### config.mk
export PLATFORM = sky130hd
export DESIGN_NAME = baro_sensor_compensation_average_core
export DESIGN_NICKNAME = d
export VERILOG_FILES = /design/src/rtl/core/bsca_pkg.sv /design/src/rtl/core/bsca_div.sv /design/src/rtl/core/baro_sensor_compensation_average_core.sv
export SDC_FILE = /design/constraint.sdc
export NUM_CORES = 2
export LEC_CHECK = 0
export CAP_MARGIN = 20
export CORE_ASPECT_RATIO = 1.25
export CORE_MARGIN = 2
export CORE_UTILIZATION = 44
export CTS_BUF_LIST = sky130_fd_sc_hd__clkbuf_4 sky130_fd_sc_hd__clkbuf_8
export DETAILED_ROUTE_END_ITERATION = 10
export DONT_BUFFER_PORTS = 1
export GPL_ROUTABILITY_DRIVEN = 0
export PLACE_DENSITY = 0.6
export SETUP_SLACK_MARGIN = 0.2
export SLEW_MARGIN = 20
export SYNTH_ARGS = -nofsm -noshare
export SYNTH_HDL_FRONTEND = slang
export SYNTH_SLANG_ARGS = --single-unit
### constraint.sdc
create_clock -name i_clk -period 9.6 [get_ports i_clk]
set_clock_uncertainty 0.2 [all_clocks]
set_input_delay 0.48 -clock i_clk [delete_from_list [all_inputs] [get_ports i_clk]]
set_output_delay 0.48 -clock i_clk [all_outputs]
set_load 0.05 [all_outputs]
### src/rtl/core/bsca_pkg.sv
// package: types, register indexes and constants of the barometric compensation core
`timescale 1ns / 1ps

package bsca_pkg;

    localparam int WINDOW_LEN_DEF = 5;

    localparam int CFG_W     = 16;
    localparam int CFG_IDX_W = 3;
    localparam int RAW_W     = 24;
    localparam int TEMP_W    = 19;
    localparam int PRES_W    = 32;

    typedef enum logic [CFG_IDX_W-1:0] {
        REG_SENS          = 3'd0,
        REG_OFFSET        = 3'd1,
        REG_SENS_TEMP     = 3'd2,
        REG_OFFSET_TEMP   = 3'd3,
        REG_REF_TEMP      = 3'd4,
        REG_TEMP_SLOPE    = 3'd5
    } t_reg_idx;

    localparam logic [CFG_W-1:0] RST_SENS        = 16'd41269;
    localparam logic [CFG_W-1:0] RST_OFFSET      = 16'd35794;
    localparam logic [CFG_W-1:0] RST_SENS_TEMP   = 16'd23974;
    localparam logic [CFG_W-1:0] RST_OFFSET_TEMP = 16'd21783;
    localparam logic [CFG_W-1:0] RST_REF_TEMP    = 16'd33699;
    localparam logic [CFG_W-1:0] RST_TEMP_SLOPE  = 16'd28430;

    localparam logic signed [21:0] TEMP_BASE = 22'sd2000;

    typedef struct packed {
        logic [RAW_W-1:0] raw_pressure;
        logic [RAW_W-1:0] raw_temperature;
    } t_in_req;

    typedef struct packed {
        logic signed [TEMP_W-1:0] temperature;
        logic signed [PRES_W-1:0] pressure_avg;
    } t_out_req;

    typedef enum logic [3:0] {
        S_IDLE,
        S_MUL_TEMP,
        S_MUL_OFF,
        S_MUL_SENS,
        S_SENS,
        S_MUL_LO,
        S_MUL_HI,
        S_ACC,
        S_PRES,
        S_SUM,
        S_HIST,
        S_DIV,
        S_OUT
    } t_state;

endpackage

### src/rtl/core/bsca_div.sv
// signed divide by a constant through reciprocal multiplication, quotient truncated toward zero
`timescale 1ns / 1ps

module bsca_div
    import bsca_pkg::*;
#(
    parameter int DIVISOR = WINDOW_LEN_DEF,
    parameter int IN_W    = 35
) (
    input  logic                   i_clk,
    input  logic                   i_rst_n,
    input  logic                   i_start,
    input  logic signed [IN_W-1:0] i_dividend,
    output logic                   o_done,
    output logic signed [IN_W-1:0] o_quotient
);

    localparam int DIG_W   = 16;
    localparam int MAG_W   = IN_W;
    localparam int SHIFT_K = MAG_W + $clog2(DIVISOR);
    localparam int RCP_W   = MAG_W + 1;
    localparam int NDIG    = (RCP_W + DIG_W - 1) / DIG_W;
    localparam int RCP_PW  = NDIG * DIG_W;
    localparam int PART_W  = MAG_W + DIG_W;
    localparam int ACC_W   = MAG_W + RCP_PW;
    localparam int CNT_W   = $clog2(NDIG + 1);
    localparam logic [63:0] RCP_FULL =
        ((64'd1 << SHIFT_K) + 64'(DIVISOR) - 64'd1) / 64'(DIVISOR);
    localparam logic [RCP_PW-1:0] RCP = RCP_PW'(RCP_FULL);

    logic                   r_busy, n_busy;
    logic                   r_done, n_done;
    logic [CNT_W-1:0]       r_cnt, n_cnt;
    logic                   r_neg, n_neg;
    logic [MAG_W-1:0]       r_mag, n_mag;
    logic [RCP_PW-1:0]      r_rcp, n_rcp;
    logic [ACC_W-1:0]       r_acc, n_acc;
    logic signed [IN_W-1:0] r_quot, n_quot;
    logic [PART_W-1:0]      part;
    logic [MAG_W-1:0]       q_mag;

    always_ff @(posedge i_clk) begin
        if (!i_rst_n) begin
            r_busy <= 1'b0;
            r_done <= 1'b0;
            r_cnt  <= '0;
        end else begin
            r_busy <= n_busy;
            r_done <= n_done;
            r_cnt  <= n_cnt;
        end
        r_neg  <= n_neg;
        r_mag  <= n_mag;
        r_rcp  <= n_rcp;
        r_acc  <= n_acc;
        r_quot <= n_quot;
    end

    always_comb begin
        n_busy = r_busy;
        n_done = 1'b0;
        n_cnt  = r_cnt;
        n_neg  = r_neg;
        n_mag  = r_mag;
        n_rcp  = r_rcp;
        n_acc  = r_acc;
        n_quot = r_quot;
        part   = {{DIG_W{1'b0}}, r_mag} * {{MAG_W{1'b0}}, r_rcp[RCP_PW-1 -: DIG_W]};
        q_mag  = MAG_W'(r_acc >> SHIFT_K);
        if (i_start) begin
            n_busy = 1'b1;
            n_cnt  = CNT_W'(NDIG);
            n_neg  = i_dividend[IN_W-1];
            n_mag  = i_dividend[IN_W-1] ? MAG_W'(-i_dividend) : MAG_W'(i_dividend);
            n_rcp  = RCP;
            n_acc  = '0;
        end else if (r_busy) begin
            if (r_cnt != '0) begin
                // one reciprocal digit per cycle, most significant first
                n_acc = {r_acc[ACC_W-DIG_W-1:0], {DIG_W{1'b0}}}
                        + {{(ACC_W-PART_W){1'b0}}, part};
                n_rcp = {r_rcp[RCP_PW-DIG_W-1:0], {DIG_W{1'b0}}};
                n_cnt = r_cnt - CNT_W'(1);
            end else begin
                n_busy = 1'b0;
                n_done = 1'b1;
                n_quot = r_neg ? -$signed(q_mag) : $signed(q_mag);
            end
        end
    end

    assign o_done     = r_done;
    assign o_quotient = r_quot;

endmodule

### src/rtl/core/baro_sensor_compensation_average_core.sv
// top level: barometric first-order compensation with a moving pressure average
`timescale 1ns / 1ps

// One request of raw pressure and temperature readings gives one result: the
// compensated temperature in hundredths of a degree and the truncated mean of
// the last WINDOW_LEN pressures. The core takes one request at a time: the
// sequencer runs a request around one shared 26 x 18 signed multiplier, then
// divides by the window length, done as a multiplication by its reciprocal one
// 16-bit digit per cycle plus a closing step, and hands the result into the
// output register. A finished result waits in the output register while the next
// request is already taken, and a result that finds the output register still
// full holds the core until the receiver takes the old one. Coefficients are
// written through the plain write port; the user must write them only while the
// core is idle, and the core itself does not enforce this. The pressure window
// starts at zero.
module baro_sensor_compensation_average_core
    import bsca_pkg::*;
#(
    parameter int WINDOW_LEN = WINDOW_LEN_DEF
) (
    input  logic                 i_clk,
    input  logic                 i_rst_n,
    input  logic                 i_in_valid,
    output logic                 o_in_ready,
    input  t_in_req              i_in,
    output logic                 o_out_valid,
    input  logic                 i_out_ready,
    output t_out_req             o_out,
    input  logic                 i_cfg_we,
    input  logic [CFG_IDX_W-1:0] i_cfg_idx,
    input  logic [CFG_W-1:0]     i_cfg_data
);

    localparam int SUM_W  = PRES_W + $clog2(WINDOW_LEN);
    localparam int HIST_D = (WINDOW_LEN > 1) ? WINDOW_LEN - 1 : 1;

    // coefficient registers
    logic [CFG_W-1:0] r_sens_c, r_off_c, r_sens_t_c, r_off_t_c, r_ref_t, r_slope_c;

    t_state r_state, n_state;

    logic [RAW_W-1:0]         r_d1;
    logic signed [25:0]       r_dt;
    logic signed [43:0]       r_prod;
    logic signed [TEMP_W-1:0] r_temp;
    logic signed [37:0]       r_off;
    logic signed [33:0]       r_sens;
    logic signed [59:0]       r_acc;
    logic signed [PRES_W-1:0] r_p;
    logic signed [SUM_W-1:0]  r_sum;
    logic signed [SUM_W-1:0]  r_hsum;
    logic signed [PRES_W-1:0] r_hist [HIST_D];
    logic                     r_out_valid;
    t_out_req                 r_out;

    logic signed [25:0] mul_a;
    logic signed [17:0] mul_b;
    logic               mul_en;
    logic               div_start;
    logic               div_done;
    logic signed [SUM_W-1:0] div_quot;
    logic               out_load;
    logic               in_acc;

    logic signed [21:0] temp_w;
    logic signed [37:0] off_w;
    logic signed [35:0] sens_w;
    logic signed [39:0] pres_diff;
    logic signed [PRES_W-1:0] oldest;

    assign in_acc = i_in_valid && (r_state == S_IDLE);

    // coefficient write port
    always_ff @(posedge i_clk) begin
        if (!i_rst_n) begin
            r_sens_c   <= RST_SENS;
            r_off_c    <= RST_OFFSET;
            r_sens_t_c <= RST_SENS_TEMP;
            r_off_t_c  <= RST_OFFSET_TEMP;
            r_ref_t    <= RST_REF_TEMP;
            r_slope_c  <= RST_TEMP_SLOPE;
        end else if (i_cfg_we) begin
            case (i_cfg_idx)
                REG_SENS:        r_sens_c   <= i_cfg_data;
                REG_OFFSET:      r_off_c    <= i_cfg_data;
                REG_SENS_TEMP:   r_sens_t_c <= i_cfg_data;
                REG_OFFSET_TEMP: r_off_t_c  <= i_cfg_data;
                REG_REF_TEMP:    r_ref_t    <= i_cfg_data;
                REG_TEMP_SLOPE:  r_slope_c  <= i_cfg_data;
                default: ;
            endcase
        end
    end

    // sequencer
    always_ff @(posedge i_clk) begin
        if (!i_rst_n) begin
            r_state <= S_IDLE;
        end else begin
            r_state <= n_state;
        end
    end

    always_comb begin
        n_state   = r_state;
        mul_en    = 1'b0;
        mul_a     = r_dt;
        mul_b     = {2'b0, r_slope_c};
        div_start = 1'b0;
        out_load  = 1'b0;
        case (r_state)
            S_IDLE: begin
                if (i_in_valid) begin
                    n_state = S_MUL_TEMP;
                end
            end
            S_MUL_TEMP: begin
                mul_en  = 1'b1;
                n_state = S_MUL_OFF;
            end
            S_MUL_OFF: begin
                mul_en  = 1'b1;
                mul_b   = {2'b0, r_off_t_c};
                n_state = S_MUL_SENS;
            end
            S_MUL_SENS: begin
                mul_en  = 1'b1;
                mul_b   = {2'b0, r_sens_t_c};
                n_state = S_SENS;
            end
            S_SENS: begin
                n_state = S_MUL_LO;
            end
            S_MUL_LO: begin
                mul_en  = 1'b1;
                mul_a   = {2'b0, r_d1};
                mul_b   = {1'b0, r_sens[16:0]};
                n_state = S_MUL_HI;
            end
            S_MUL_HI: begin
                mul_en  = 1'b1;
                mul_a   = {2'b0, r_d1};
                mul_b   = {r_sens[33], r_sens[33:17]};
                n_state = S_ACC;
            end
            S_ACC: begin
                n_state = S_PRES;
            end
            S_PRES: begin
                n_state = S_SUM;
            end
            S_SUM: begin
                n_state = S_HIST;
            end
            S_HIST: begin
                div_start = 1'b1;
                n_state   = S_DIV;
            end
            S_DIV: begin
                if (div_done) begin
                    n_state = S_OUT;
                end
            end
            S_OUT: begin
                if (!r_out_valid || i_out_ready) begin
                    out_load = 1'b1;
                    n_state  = S_IDLE;
                end
            end
            default: begin
                n_state = S_IDLE;
            end
        endcase
    end

    // arithmetic around the shared multiplier
    always_comb begin
        temp_w    = {r_prod[43], r_prod[43:23]} + TEMP_BASE;
        off_w     = {r_prod[43], r_prod[43:7]} + {6'b0, r_off_c, 16'b0};
        sens_w    = r_prod[43:8] + {5'b0, r_sens_c, 15'b0};
        pres_diff = {r_acc[59], r_acc[59:21]} - {{2{r_off[37]}}, r_off};
        oldest    = (WINDOW_LEN > 1) ? r_hist[0] : r_p;
    end

    always_ff @(posedge i_clk) begin
        if (in_acc) begin
            r_d1 <= i_in.raw_pressure;
            r_dt <= $signed({2'b0, i_in.raw_temperature}) - $signed({2'b0, r_ref_t, 8'b0});
        end
        if (mul_en) begin
            r_prod <= mul_a * mul_b;
        end
        case (r_state)
            S_MUL_OFF:  r_temp <= temp_w[TEMP_W-1:0];
            S_MUL_SENS: r_off  <= off_w;
            S_SENS:     r_sens <= sens_w[33:0];
            S_ACC:      r_acc  <= r_acc + {r_prod[42:0], 17'b0};
            S_PRES:     r_p    <= {{7{pres_diff[39]}}, pres_diff[39:15]};
            S_SUM:      r_sum  <= r_hsum + {{(SUM_W-PRES_W){r_p[PRES_W-1]}}, r_p};
            default: ;
        endcase
        if (r_state == S_MUL_HI) begin
            r_acc <= {{16{r_prod[43]}}, r_prod};
        end
    end

    // pressure window with running sum of the stored entries
    always_ff @(posedge i_clk) begin
        if (!i_rst_n) begin
            r_hsum <= '0;
            for (int i = 0; i < HIST_D; i++) begin
                r_hist[i] <= '0;
            end
        end else if (r_state == S_HIST) begin
            r_hsum <= r_sum - {{(SUM_W-PRES_W){oldest[PRES_W-1]}}, oldest};
            for (int i = 0; i < HIST_D - 1; i++) begin
                r_hist[i] <= r_hist[i+1];
            end
            r_hist[HIST_D-1] <= r_p;
        end
    end

    bsca_div #(
        .DIVISOR (WINDOW_LEN),
        .IN_W    (SUM_W)
    ) u_div (
        .i_clk      (i_clk),
        .i_rst_n    (i_rst_n),
        .i_start    (div_start),
        .i_dividend (r_sum),
        .o_done     (div_done),
        .o_quotient (div_quot)
    );

    // output register
    always_ff @(posedge i_clk) begin
        if (!i_rst_n) begin
            r_out_valid <= 1'b0;
        end else if (out_load) begin
            r_out_valid <= 1'b1;
        end else if (i_out_ready) begin
            r_out_valid <= 1'b0;
        end
        if (out_load) begin
            r_out.temperature  <= r_temp;
            r_out.pressure_avg <= div_quot[PRES_W-1:0];
        end
    end

    assign o_in_ready  = (r_state == S_IDLE);
    assign o_out_valid = r_out_valid;
    assign o_out       = r_out;

endmodule

==> metrics.yaml <==
portBuffers: 0
htreeDepth: 3
async_reset_ff_share_pct: 0
clk_latency_ns: 0.88
avgSynthCellArea_um2: 9.83
clk_path_buf_depth: 3
die_x_um: 344
synth_top_cell_by_area: "edfxtp_1"
synth-compound-area-share_pct: 9.93
instances_no_fill: 8574
dr.pass1.iters: 5
wl_per_cell_um: 20.9
avgViaCountPerCell: 5.40
slew_headroom_pct: 25.1
drive_gt1_share_pct: 6.10
die_height_um: 429
synth.most_common_cell: "inv_1"
grt_overflow_total: 0
core-area_um2: 143000
synth_top_area_share_pct: 23.9
fin_nets: 7921
antenna_found_initial: 8
cts_sinks: 722
crit_fanout: 10
synth_edf_count: 506
cts_made_buffers: 120
yosys-mux-area-fraction_pct: 0.888
route.antenna.remaining_nets: 0
dpl.hpwl_um: 141000
critPathSlowestCell: "fa_1"
dieArea_um2: 147000
worstSetupPathType: "reg -> reg"
synthAdderAreaFrac_pct: 33.2
ys.flop_type: "edfxtp_1"
fin_tns_setup_ns: 0
ys_seq_area_share_pct: 30.7
syn-num-nets: 7803
post-route-period-util_pct: 93.1
grt_pass1_vias: 49000
area_growth_pct: 10.2
status: "complete, no violations"
yosys-top-cells-area: "edfxtp_1 24%, fa_1 22%, ha_1 11%, dfxtp_1 6.8%, inv_1 6.3%"
ios: 125
cap_violations: 0
period_minus_slack_ns: 8.93
synthXorXnorAreaFrac_pct: 4.63
critPathMostFrequentCell: "fa_1"
start_kind: "flop"
synth_top_family_by_area: "adder cells"
placed_cells: 8221
crit_arrival_ns: 9.34
ys_ff_latch: 722
hold_viol: 0
yosysWarningCount: 0
start_util_pct: 44.4
synthTopCellsByCount: "1062 x inv_1, 734 x nand2_1, 702 x fa_1"
worst_path_largest_cell_delay_ns: 0.55
dp_slack_ns: 0.574
synth_simple_gate_area_share_pct: 12.9
grt_max_degree: 153
vias: 46300
row_count: 155
cts_tree: "yes"
synthDistinctLibCells: 79
dr.first_iter.drc_count: 2999
crit_buf_inv: 6
cp.required_ns: 10.01
rsz0062_at_grt: "false"
finalSetupViolCount: 0
globalRouteTotalUtil_pct: 24.6
cp_top_family: "adder cells"
worstMarginPinSlew_ns: 1.11
netlist_instances: 6464
wl_um: 179000
setup_slack_ns: 0.666
cts-root-buf: "clkbuf_8"
clk_pin_slew_ns: 0.07
drc: 0
grt_pass1_wl_um: 278000
max_freq_ghz: 0.112
syn_area_um2: 63500
timing.final.max_slew_violations: 0
min_path_type: "in -> reg"
crit_path_end_kind: "flop"
-- stage by stage --
step | instance area (um^2) | utilization [%] | hold WS [ns]
after floorplan | 63500 | - | 0.200
after global placement | 65900 | 46.1 | 0.201
after detailed placement | 65900 | 46.1 | 0.205
after CTS | 69900 | 48.8 | 0.000130
after global routing | 70000 | 48.9 | 0.0335
final | 70000 | 48.9 | 0.0724
-- state kept, by name, indices dropped and copies added (netlist names), 25 cells and up --
name / cells
r_hist: 100
u_div.r_acc: 70
o_out: 51
r_prod: 44
r_acc: 43
r_off: 38
r_hsum: 35
r_sum: 35
u_div.r_mag: 35
r_sens: 34
u_div.o_quotient: 32
r_dt: 25
r_p: 25
-- layout by cell type (no fill, tap or decap), types with 38 or more instances in the layout --
cell           instances
clkbuf_8             139
nor2b_1               38
fa_1                 702
nand3_1              117
edfxtp_1             506
buf_4                101
nand2_1              734
ha_1                 565
o21ai_0              228
xnor2_1              245
a21oi_1              344
xor2_1                91
and2_1               101
and3_1               134
dfxtp_1              216
nand4_1               43
nand2b_1              64
a21o_1               116
dlygate4sd3_1        117
inv_1               1061
nor2_1               390
-- logic make-up (layout without fill, tap and decap cells) --
| family | count (synthesis) | in the layout |
|---|---|---|
| xor+xnor | 336 | 336 |
| flops | 722 | 722 |
| buf+inv | 1292 | 1516 |
| compound gates | 1019 | 1019 |
| simple gates | 1774 | 1774 |
| fa+ha+maj | 1267 | 1267 |
| mux | 53 | 53 |
| other cells | 1 | 3 |
-- metal layers --
metal,part of all wire (%),vias up,GRT usage [%]
li1,-,21500,-
met1,37,23000,27.3
met2,52,1319,44.7
met3,4.7,439,3.33
met4,6.4,2,14.0
met5,0.0073,-,0
-- final cells by class --
type / instances / area [um^2]
Inverter: 1064 / 4000
Fill cell: 13400 / 73100
Clock inverter: 59 / 611
Tap cell: 1884 / 2360
Clock buffer: 169 / 2140
Timing Repair Buffer: 224 / 2060
Sequential cell: 722 / 19500
Antenna cell: 2 / 5.00
Multi-Input combinational cell: 4450 / 39300
-- what timing repair did --
| item | CTS | global route |
|---|---|---|
| resized for setup | 0 | 4 |
| hold endpoints to repair | 261 | 0 |
| buffers inserted | 0 | 4 |
| setup endpoints to repair | 0 | 3 |
| hold buffers | 118 | 0 |
-- path summary, 6_finish.rpt --
check	endpoint	startpoint	slack [ns]	depth (start not counted)
worst max-delay path	r_prod[43]	r_state[1]	0.67	29
worst min-delay path	r_dt[7]	i_in[7]	0.07	1
worst min register to register	o_out[23]	u_div.o_quotient[23]	0.21	0
worst max register to register	r_prod[43]	r_state[1]	0.67	29
Power is left out: the tool's default activity adds up to more than one toggle a clock period on the data nets, which glitch-free logic cannot reach.
